<file path="config.mk">
export PLATFORM = sky130hd
export DESIGN_NAME = fit_policy_block_placement
export DESIGN_NICKNAME = d
export VERILOG_FILES = /design/src/rtl/fpbp_pkg.sv /design/src/rtl/fit_policy_block_placement.sv /design/src/rtl/fpbp_mem.sv /design/src/rtl/fpbp_ctrl.sv
export SDC_FILE = /design/constraint.sdc
export NUM_CORES = 2
export LEC_CHECK = 0
export BUFFER_PORTS_ARGS = -buffer_cell sky130_fd_sc_hd__clkbuf_2
export CAP_MARGIN = 10
export CORE_MARGIN = 1.5
export CORE_UTILIZATION = 27
export DETAILED_ROUTE_END_ITERATION = 6
export PLACE_DENSITY_LB_ADDON = 0.05
export SLEW_MARGIN = 20
export SYNTH_ARGS = -nofsm -noshare
export SYNTH_HDL_FRONTEND = slang
export SYNTH_SLANG_ARGS = --single-unit
export TNS_END_PERCENT = 100
</file>
<file path="constraint.sdc">
create_clock -name clk -period 5.65 [get_ports clk]
set_clock_uncertainty 0.15 [all_clocks]
set_input_delay 0.2825 -clock clk [delete_from_list [all_inputs] [get_ports clk]]
set_output_delay 0.2825 -clock clk [all_outputs]
set_load 0.02 [all_outputs]
</file>
<file path="src/rtl/fpbp_pkg.sv">
// Shared constants, codes and the result record of the fit-policy placement block.
// No dependencies; the other files, fpbp_mem apart, refer to it by scoped names.
package fpbp_pkg;

  // Defaults for the top-level parameters
  localparam int DEF_MAX_BLOCKS = 64;
  localparam int DEF_SIZE_WIDTH = 16;

  // Fixed field widths on the ports
  localparam int MODE_W     = 2;
  localparam int BLOCK_W    = 6;
  localparam int SIZE_W     = 16;
  localparam int POLICY_W   = 2;
  localparam int COUNT_W    = 7;
  localparam int CFG_IDX_W  = 2;
  localparam int CFG_DATA_W = 7;

  // Input item modes
  localparam logic [MODE_W-1:0] MODE_LOAD  = 2'd0;
  localparam logic [MODE_W-1:0] MODE_PLACE = 2'd1;
  localparam logic [MODE_W-1:0] MODE_READ  = 2'd2;

  // Placement policies
  localparam logic [POLICY_W-1:0] POL_FIRST = 2'd0;
  localparam logic [POLICY_W-1:0] POL_BEST  = 2'd1;
  localparam logic [POLICY_W-1:0] POL_WORST = 2'd2;
  localparam logic [POLICY_W-1:0] POL_NEXT  = 2'd3;

  // Configuration register indexes
  localparam logic [CFG_IDX_W-1:0] REG_FIT_POLICY    = 2'd0;
  localparam logic [CFG_IDX_W-1:0] REG_BLOCKS_IN_USE = 2'd1;

  // Register reset values
  localparam logic [POLICY_W-1:0] FIT_POLICY_RESET    = POL_FIRST;
  localparam logic [COUNT_W-1:0]  BLOCKS_IN_USE_RESET = 7'd64;

  // One result transaction
  typedef struct packed {
    logic               granted;
    logic [BLOCK_W-1:0] chosen_block;
    logic [SIZE_W-1:0]  remaining_size;
  } res_t;

endpackage

</file>
<file path="src/rtl/fit_policy_block_placement.sv">
// Fit-policy block placement: a table of memory blocks with load, read and
// place transactions; place picks a block by first, best, worst or next fit.
//
// Input channel: in_valid / in_stall with mode, block_index, size_value.
// Output channel: out_valid / out_stall with granted, chosen_block,
// remaining_size; one result transaction for every input transaction.
// Configuration: cfg_we writes cfg_data into register cfg_index
// (0 fit_policy, 1 blocks_in_use); write only while the block is idle.
//
// One input transaction is handled at a time. A load or an unused mode goes
// straight to its result, a read waits for the registered table word, and a
// place scans the clamped blocks_in_use entries, one table entry per cycle
// through the single read port of the table memory, then commits its choice.
// A new input can be taken in the cycle after the previous result is registered.
//
// After reset the block runs a clearing pass over all MAX_BLOCKS table entries,
// holding in_stall high; configuration writes are taken throughout.
// When the receiver stalls, the result stays on the output register and the
// next input can still be accepted and worked on; its result waits until the
// output register frees.
// Depends on fpbp_pkg, fpbp_mem and fpbp_ctrl.
module fit_policy_block_placement #(
  parameter int MAX_BLOCKS = fpbp_pkg::DEF_MAX_BLOCKS,
  parameter int SIZE_WIDTH = fpbp_pkg::DEF_SIZE_WIDTH
) (
  input  logic                              clk,
  input  logic                              rst,
  input  logic                              in_valid,
  output logic                              in_stall,
  input  logic [fpbp_pkg::MODE_W-1:0]       mode,
  input  logic [fpbp_pkg::BLOCK_W-1:0]      block_index,
  input  logic [fpbp_pkg::SIZE_W-1:0]       size_value,
  output logic                              out_valid,
  input  logic                              out_stall,
  output logic                              granted,
  output logic [fpbp_pkg::BLOCK_W-1:0]      chosen_block,
  output logic [fpbp_pkg::SIZE_W-1:0]       remaining_size,
  input  logic                              cfg_we,
  input  logic [fpbp_pkg::CFG_IDX_W-1:0]    cfg_index,
  input  logic [fpbp_pkg::CFG_DATA_W-1:0]   cfg_data
);

  localparam int IDX_W = $clog2(MAX_BLOCKS);

  logic [fpbp_pkg::POLICY_W-1:0] fit_policy;
  logic [fpbp_pkg::COUNT_W-1:0]  blocks_in_use;

  logic             res_valid;
  logic             res_take;
  fpbp_pkg::res_t   res;

  logic                  mem_we;
  logic [IDX_W-1:0]      mem_waddr;
  logic [SIZE_WIDTH:0]   mem_wdata;
  logic [IDX_W-1:0]      mem_raddr;
  logic [SIZE_WIDTH:0]   mem_rdata;

  // Configuration registers
  always_ff @(posedge clk) begin
    if (rst) begin
      fit_policy    <= fpbp_pkg::FIT_POLICY_RESET;
      blocks_in_use <= fpbp_pkg::BLOCKS_IN_USE_RESET;
    end else if (cfg_we) begin
      case (cfg_index)
        fpbp_pkg::REG_FIT_POLICY:    fit_policy    <= cfg_data[fpbp_pkg::POLICY_W-1:0];
        fpbp_pkg::REG_BLOCKS_IN_USE: blocks_in_use <= cfg_data[fpbp_pkg::COUNT_W-1:0];
        default: begin
          fit_policy <= fit_policy;
        end
      endcase
    end
  end

  // Output register: take a result when empty or draining this cycle
  assign res_take = res_valid && (!out_valid || !out_stall);

  always_ff @(posedge clk) begin
    if (rst) begin
      out_valid <= 1'b0;
    end else if (res_take) begin
      out_valid <= 1'b1;
    end else if (!out_stall) begin
      out_valid <= 1'b0;
    end
  end

  always_ff @(posedge clk) begin
    if (res_take) begin
      granted        <= res.granted;
      chosen_block   <= res.chosen_block;
      remaining_size <= res.remaining_size;
    end
  end

  fpbp_ctrl #(
    .MAX_BLOCKS (MAX_BLOCKS),
    .SIZE_WIDTH (SIZE_WIDTH)
  ) u_ctrl (
    .clk           (clk),
    .rst           (rst),
    .in_valid      (in_valid),
    .in_stall      (in_stall),
    .mode          (mode),
    .block_index   (block_index),
    .size_value    (size_value),
    .fit_policy    (fit_policy),
    .blocks_in_use (blocks_in_use),
    .res_valid     (res_valid),
    .res_take      (res_take),
    .res           (res),
    .mem_we        (mem_we),
    .mem_waddr     (mem_waddr),
    .mem_wdata     (mem_wdata),
    .mem_raddr     (mem_raddr),
    .mem_rdata     (mem_rdata)
  );

  fpbp_mem #(
    .DEPTH (MAX_BLOCKS),
    .WIDTH (SIZE_WIDTH + 1)
  ) u_mem (
    .clk   (clk),
    .we    (mem_we),
    .waddr (mem_waddr),
    .wdata (mem_wdata),
    .raddr (mem_raddr),
    .rdata (mem_rdata)
  );

endmodule

</file>
<file path="src/rtl/fpbp_mem.sv">
// Block table memory: one write port, one read port, registered read data.
// No dependencies.
module fpbp_mem #(
  parameter int DEPTH = 64,
  parameter int WIDTH = 17
) (
  input  logic                     clk,
  input  logic                     we,
  input  logic [$clog2(DEPTH)-1:0] waddr,
  input  logic [WIDTH-1:0]         wdata,
  input  logic [$clog2(DEPTH)-1:0] raddr,
  output logic [WIDTH-1:0]         rdata
);

  logic [WIDTH-1:0] mem [DEPTH];

  // Write, then register the read word
  always_ff @(posedge clk) begin
    if (we) begin
      mem[waddr] <= wdata;
    end
    rdata <= mem[raddr];
  end

endmodule

</file>
<file path="src/rtl/fpbp_ctrl.sv">
// Sequencer of the placement block: clearing pass, load/read/place transactions,
// policy scan over the block table memory and the next-fit start pointer.
// Depends on fpbp_pkg.
module fpbp_ctrl #(
  parameter int MAX_BLOCKS = fpbp_pkg::DEF_MAX_BLOCKS,
  parameter int SIZE_WIDTH = fpbp_pkg::DEF_SIZE_WIDTH
) (
  input  logic                              clk,
  input  logic                              rst,
  input  logic                              in_valid,
  output logic                              in_stall,
  input  logic [fpbp_pkg::MODE_W-1:0]       mode,
  input  logic [fpbp_pkg::BLOCK_W-1:0]      block_index,
  input  logic [fpbp_pkg::SIZE_W-1:0]       size_value,
  input  logic [fpbp_pkg::POLICY_W-1:0]     fit_policy,
  input  logic [fpbp_pkg::COUNT_W-1:0]      blocks_in_use,
  output logic                              res_valid,
  input  logic                              res_take,
  output fpbp_pkg::res_t                    res,
  output logic                              mem_we,
  output logic [$clog2(MAX_BLOCKS)-1:0]     mem_waddr,
  output logic [SIZE_WIDTH:0]               mem_wdata,
  output logic [$clog2(MAX_BLOCKS)-1:0]     mem_raddr,
  input  logic [SIZE_WIDTH:0]               mem_rdata
);

  localparam int IDX_W = $clog2(MAX_BLOCKS);
  localparam int CNT_W = $clog2(MAX_BLOCKS + 1);

  localparam logic [2:0] ST_CLEAR  = 3'd0;
  localparam logic [2:0] ST_IDLE   = 3'd1;
  localparam logic [2:0] ST_SCAN   = 3'd2;
  localparam logic [2:0] ST_RDWAIT = 3'd3;
  localparam logic [2:0] ST_COMMIT = 3'd4;
  localparam logic [2:0] ST_FINISH = 3'd5;

  logic [2:0]                      state;
  logic [IDX_W-1:0]                clr_addr;
  logic [IDX_W-1:0]                scan_addr;
  logic [CNT_W-1:0]                scan_cnt;
  logic                            rd_pend;
  logic [IDX_W-1:0]                rd_addr;
  logic                            found;
  logic [SIZE_WIDTH-1:0]           best_left;
  logic [IDX_W-1:0]                best_pos;
  logic [SIZE_WIDTH-1:0]           req;
  logic [IDX_W-1:0]                next_start;
  logic [fpbp_pkg::BLOCK_W-1:0]    hold_idx;
  logic                            hold_ok;
  fpbp_pkg::res_t                  res_q;

  logic [CNT_W-1:0]      n_eff;
  logic [IDX_W-1:0]      start;
  logic [SIZE_WIDTH-1:0] in_size;
  logic                  idx_ok;
  logic [IDX_W-1:0]      in_addr;
  logic                  rd_used;
  logic [SIZE_WIDTH-1:0] rd_rem;
  logic                  fit;
  logic [SIZE_WIDTH-1:0] left;
  logic                  take;
  logic                  scan_wrap;
  logic                  scan_done;
  logic [IDX_W-1:0]      after_pos;

  // Clamp the active block count to 1..MAX_BLOCKS
  always_comb begin
    if (blocks_in_use == '0) begin
      n_eff = CNT_W'(1);
    end else if (32'(blocks_in_use) > MAX_BLOCKS) begin
      n_eff = CNT_W'(MAX_BLOCKS);
    end else begin
      n_eff = CNT_W'(blocks_in_use);
    end
  end

  // Next fit restarts at block 0 when the pointer lies past the active range
  assign start = (fit_policy == fpbp_pkg::POL_NEXT && CNT_W'(next_start) < n_eff)
                 ? next_start : '0;

  assign in_size = SIZE_WIDTH'(size_value);
  assign idx_ok  = 32'(block_index) < MAX_BLOCKS;
  assign in_addr = IDX_W'(block_index);

  // Evaluate the word that the memory returns during a scan
  assign rd_used = mem_rdata[SIZE_WIDTH];
  assign rd_rem  = mem_rdata[SIZE_WIDTH-1:0];
  assign fit     = !rd_used && (req <= rd_rem);
  assign left    = rd_rem - req;
  assign take    = rd_pend && fit &&
                   (!found ||
                    (fit_policy == fpbp_pkg::POL_BEST  && left < best_left) ||
                    (fit_policy == fpbp_pkg::POL_WORST && left > best_left));

  assign scan_wrap = (CNT_W'(scan_addr) + 1'b1) == n_eff;
  assign scan_done = (scan_cnt == n_eff) && !rd_pend;
  assign after_pos = ((CNT_W'(best_pos) + 1'b1) == n_eff) ? '0 : best_pos + 1'b1;

  // Steer the memory ports
  always_comb begin
    mem_we    = 1'b0;
    mem_waddr = in_addr;
    mem_wdata = {1'b0, in_size};
    mem_raddr = in_addr;
    case (state)
      ST_CLEAR: begin
        mem_we    = 1'b1;
        mem_waddr = clr_addr;
        mem_wdata = '0;
      end
      ST_IDLE: begin
        mem_we = in_valid && (mode == fpbp_pkg::MODE_LOAD) && idx_ok;
      end
      ST_SCAN: begin
        mem_raddr = scan_addr;
      end
      ST_COMMIT: begin
        mem_we    = found;
        mem_waddr = best_pos;
        mem_wdata = {1'b1, best_left};
      end
      default: begin
        mem_we = 1'b0;
      end
    endcase
  end

  // Advance the sequencer
  always_ff @(posedge clk) begin
    if (rst) begin
      state      <= ST_CLEAR;
      clr_addr   <= '0;
      next_start <= '0;
      rd_pend    <= 1'b0;
      found      <= 1'b0;
      scan_cnt   <= '0;
    end else begin
      case (state)
        ST_CLEAR: begin
          clr_addr <= clr_addr + 1'b1;
          if ((CNT_W'(clr_addr) + 1'b1) == CNT_W'(MAX_BLOCKS)) begin
            state <= ST_IDLE;
          end
        end
        ST_IDLE: begin
          if (in_valid) begin
            req      <= in_size;
            hold_idx <= block_index;
            hold_ok  <= idx_ok;
            case (mode)
              fpbp_pkg::MODE_LOAD: begin
                res_q.granted        <= 1'b0;
                res_q.chosen_block   <= block_index;
                res_q.remaining_size <= idx_ok ? fpbp_pkg::SIZE_W'(in_size) : '0;
                state                <= ST_FINISH;
              end
              fpbp_pkg::MODE_PLACE: begin
                scan_addr <= start;
                scan_cnt  <= '0;
                rd_pend   <= 1'b0;
                found     <= 1'b0;
                state     <= ST_SCAN;
              end
              fpbp_pkg::MODE_READ: begin
                state <= ST_RDWAIT;
              end
              default: begin
                res_q <= '0;
                state <= ST_FINISH;
              end
            endcase
          end
        end
        ST_SCAN: begin
          // Issue one read a cycle, judge the word issued the cycle before
          rd_pend <= (scan_cnt != n_eff);
          rd_addr <= scan_addr;
          if (scan_cnt != n_eff) begin
            scan_cnt  <= scan_cnt + 1'b1;
            scan_addr <= scan_wrap ? '0 : scan_addr + 1'b1;
          end
          if (take) begin
            found     <= 1'b1;
            best_left <= left;
            best_pos  <= rd_addr;
          end
          if (scan_done) begin
            state <= ST_COMMIT;
          end
        end
        ST_COMMIT: begin
          if (found) begin
            res_q.granted        <= 1'b1;
            res_q.chosen_block   <= fpbp_pkg::BLOCK_W'(best_pos);
            res_q.remaining_size <= fpbp_pkg::SIZE_W'(best_left);
            if (fit_policy == fpbp_pkg::POL_NEXT) begin
              next_start <= after_pos;
            end
          end else begin
            res_q <= '0;
          end
          state <= ST_FINISH;
        end
        ST_RDWAIT: begin
          res_q.chosen_block <= hold_idx;
          if (hold_ok) begin
            res_q.granted        <= rd_used;
            res_q.remaining_size <= fpbp_pkg::SIZE_W'(rd_rem);
          end else begin
            res_q.granted        <= 1'b0;
            res_q.remaining_size <= '0;
          end
          state <= ST_FINISH;
        end
        ST_FINISH: begin
          if (res_take) begin
            state <= ST_IDLE;
          end
        end
        default: begin
          state <= ST_IDLE;
        end
      endcase
    end
  end

  assign in_stall  = (state != ST_IDLE);
  assign res_valid = (state == ST_FINISH);
  assign res       = res_q;

endmodule

</file>
==> impl_metrics.py <==
metrics = {
    "logic_synthesis": {
        "yosysTopAreaCell": "edfxtp_1",
        "synth-seq-cells": 1241,
        "yosysTopAreaCellShare": 0.6671,
        "ys.flop_type": "edfxtp_1",
        "syn_area_per_cell_sq_um": 13.74,
        "synth_area_sq_um": 53570,
        "synth_area_leaders": "edfxtp_1 67%, mux2i_1 7.7%, nand2b_1 3.6%",
        "synth_fp_nets": 3982,
        "synth-edff-count": 1190,
        "ys_seq_area_frac": 0.6861,
        "ys_warn_count": 0,
        "async_reset_ff_frac": 0,
        "syn_inst": 3900,
        "yosysUniqueCellTypes": 63,
    },
    "placed_design": {
        "gp_congestion": 0.7748,
        "numPortBuffers": 62,
        "dp_hpwl_um": 110900,
        "placed_cells": 6549,
        "place_ws_ps": 898.0,
    },
    "critical_path": {
        "crit_end": "u_ctrl.best_pos[2]$_DFFE_PP_",
        "cp-startpoint": "u_ctrl.req[9]$_DFFE_PP_",
        "reg2regPathDepth": 15,
        "cp_data_required_time_ps": 5960,
        "critical_path.max_fanout": 17,
        "reg2reg_slack_ps": 920,
        "startpoint_type": "flip-flop",
        "r2r-end": "u_ctrl.best_pos[2]$_DFFE_PP_",
        "crit_path_end_kind": "flip-flop",
        "critical_path_class": "reg2reg",
        "r2r_start": "u_ctrl.req[9]$_DFFE_PP_",
        "crit_arrival_ps": 5040,
    },
    "final_layout": {
        "layout-drive-gt1-share": 0.1351,
        "instances_no_fill": 6885,
        "nNetsFinal": 4198,
        "syn_to_final_growth_pct": 18.53,
        "nFillCells": 19360,
    },
    "routing": {
        "drc_errors": 0,
        "drt_first_pass_iters": 6,
        "ant_nets": 0,
        "via_per_inst": 4.865,
        "drt_iter0_drc": 2593,
        "num_vias": 33500,
        "wl_per_cell_um": 26.42,
        "wl_um": 181900,
    },
    "flow_run": {
        "maxCapViolCount": 0,
    },
    "power": {
        "power_leakage_nw": 21.73,
        "cellPowerDensity_nw_per_um2": 324.8,
        "max-vdd-ir-drop_mv": 0.3117,
    },
    "timing": {
        "slew_viol_final": 0,
        "worst_slack_ps": 919.7,
        "fmax_mhz": 211.4,
        "relSlewSlack": 0.2775,
        "hold_viol_final": 0,
        "setup_tns_ps": 0,
        "finalCritPeriodShare": 0.8372,
        "report.final.setup_viol": 0,
        "finalCriticalPeriod_ps": 4730,
        "worstMarginPinSlew_ps": 1080,
        "rsz0062_at_grt": "no",
    },
    "cts": {
        "cts_tree": "yes",
        "worstSkewPairLatency_ps": 800,
        "clockBufferDepth": 3,
        "clock_sinks": 1241,
        "cts_root_buffer": "clkbuf_16",
        "cts-buffers-inserted": 154,
        "clk_pin_slew_ps": 60,
        "htree_num_levels": 4,
        "holdBufCountCts": 50,
        "cts_resized": 0,
        "cts_setup_buffers": 0,
    },
    "grt": {
        "grt_max_degree": 147,
        "grt_util_met2": 0.2888,
        "grt_util_met3": 0.03159,
        "busiest_layer": "met2",
        "grt_use_met1": 0.2478,
        "grt-ovfl-total": 0,
        "grt_pass1_vias": 33130,
        "grt_pass1_wl_um": 255800,
        "antenna_found_initial": 7,
        "grtUsageTotal": 0.1795,
    },
    "run_status": {
        "outcome": "finished, final reports clean",
    },
    "floorplanning": {
        "die_w_um": 448.4,
        "ios": 63,
        "coreArea_sq_um": 197200,
        "dieArea_sq_um": 201100,
        "die_h_um": 448.4,
        "rows": 163,
        "initial_core_util": 0.2716,
    },
    "min_path": {
        "min_path_type": "in2reg",
    },
}
[layout by cell type (no fill, tap or decap), drive strengths merged, types with 9 or more instances in the layout]
cell type and n:
nand2 395, o211ai 156, nand3 31, o2111ai 52
nand2b 310, clkinv 63, a21oi 329, mux2i 414
edfxtp 1190, a21o 22, dfxtp 51, nor2b 9
inv 83, nor2 117, o22ai 173, dlygate4sd3 50
a222oi 22, ha 43, nand4 29, o31ai 52
xnor2 15, clkbuf 259, xor2 18, nand3b 10
o41ai 19, buf 200, o21ai 21
[state kept, by name, indices dropped and copies added, names as in the netlist, 2 cells and up]
signal             cells
u_ctrl.req            16
u_ctrl.clr_addr        6
chosen_block           6
u_ctrl.hold_idx        6
blocks_in_use          7
u_mem.rdata           17
u_ctrl.state           3
fit_policy             2
remaining_size        16
u_ctrl.best_left      16
u_ctrl.scan_cnt        7
u_mem.mem           1088
u_ctrl.scan_addr       6
u_ctrl.res            23
u_ctrl.next_start      6
u_ctrl.best_pos        6
u_ctrl.rd_addr         6
[worst min path at each step]
stage                             startpoint  depth (start not counted)                            to  slack (ps)
finish                        size_value[12]                          2      u_ctrl.req[12]$_DFFE_PP_         100
global route                  size_value[15]                          2      u_ctrl.req[15]$_DFFE_PP_          80
detailed placement  u_ctrl.res[21]$_DFFE_PP_                          0     chosen_block[5]$_DFFE_PP_         250
global placement     u_ctrl.res[3]$_DFFE_PP_                          0   remaining_size[3]$_DFFE_PP_         250
floorplan                     block_index[0]                          0  u_ctrl.hold_idx[0]$_DFFE_PP_         230
CTS                           size_value[12]                          2      u_ctrl.req[12]$_DFFE_PP_          30
[Yosys cell counts (18+ instances only)]
| cell | count |
|---|---|
| xor2_1 | 18 |
| buf_2 | 63 |
| nand2b_1 | 310 |
| a21o_1 | 22 |
| mux2i_1 | 414 |
| dfxtp_1 | 51 |
| nand4_1 | 29 |
| o22ai_1 | 173 |
| a222oi_1 | 22 |
| o21ai_0 | 20 |
| a21oi_1 | 329 |
| ha_1 | 43 |
| o41ai_1 | 19 |
| nand2_1 | 393 |
| nand3_1 | 31 |
| nor2_1 | 117 |
| clkbuf_1 | 168 |
| edfxtp_1 | 1190 |
| o211ai_1 | 156 |
| inv_1 | 72 |
| o31ai_1 | 52 |
| o2111ai_1 | 52 |
[layout make-up]
| cell class | count | area [sq um] | area share |
|---|---|---|---|
| inverter | 72 | 270.3 | 0.004256 |
| sequential | 1241 | 36760 | 0.5789 |
| antenna | 4 | 10.01 | 0.0001576 |
| multi-input combinational | 2335 | 15860 | 0.2497 |
| tap | 2640 | 3303 | 0.05202 |
| timing repair buffer | 312 | 2562 | 0.04036 |
| clock inverter | 84 | 678.2 | 0.01068 |
| clock buffer | 197 | 4058 | 0.06391 |
[worst max-delay path, cell delays in order (launching register included)]
cell	delay [ps]
edfxtp_1	350
inv_1	70
ha_1	270
a21o_1	210
a21o_1	190
a21oi_1	360
nor4bb_1	400
nor3_1	140
o311ai_0	450
ha_1	330
and3_1	200
nand4_1	130
a211oi_1	70
or4_1	530
a31oi_2	220
buf_4	310
[per-layer routing]
layer | up-vias | part of all wire
met3 | 240 | 0.045
met1 | 17170 | 0.46
met2 | 686 | 0.47
met5 | - | 0
li1 | 15400 | -
met4 | 0 | 0.024
[stage by stage]
| step | total power [W] | cell area (sq um) | hold WS (ps) | utilization |
|---|---|---|---|---|
| 3_3_place_gp | 0.01138 | 58220 | 250.9 | 0.2952 |
| 6_report | 0.02062 | 63490 | 103.1 | 0.3220 |
| 3_5_place_dp | 0.01138 | 58240 | 254.5 | 0.2953 |
| 2_1_floorplan | 0.01086 | 53570 | 231.4 | - |
| 4_1_cts | 0.02099 | 63470 | 32.85 | 0.3218 |
| 5_1_grt | 0.02133 | 63490 | 76.98 | 0.3219 |
[power by group]
| group | total, W | internal (W) | switching [W] |
|---|---|---|---|
| Clock | 0.00942 | 0.00541 | 0.00401 |
| Combinational | 0.00113 | 0.000400 | 0.000733 |
| Sequential | 0.0101 | 0.0100 | 0.0000511 |
| Total | 0.0206 | 0.0158 | 0.00480 |
[logic make-up (layout without fill, tap and decap cells)]
group / after synthesis / in the layout / synth area share
flops: 1241 / 1241 / 0.6861
simple gates: 953 / 953 / 0.08791
compound gates: 885 / 885 / 0.1068
mux: 420 / 420 / 0.07869
buf+inv: 324 / 665 / 0.02466
fa+ha+maj: 44 / 44 / 0.01042
xor+xnor: 33 / 33 / 0.005395
other cells: 0 / 4 / 0
Power figures use the tool's default switching activity.
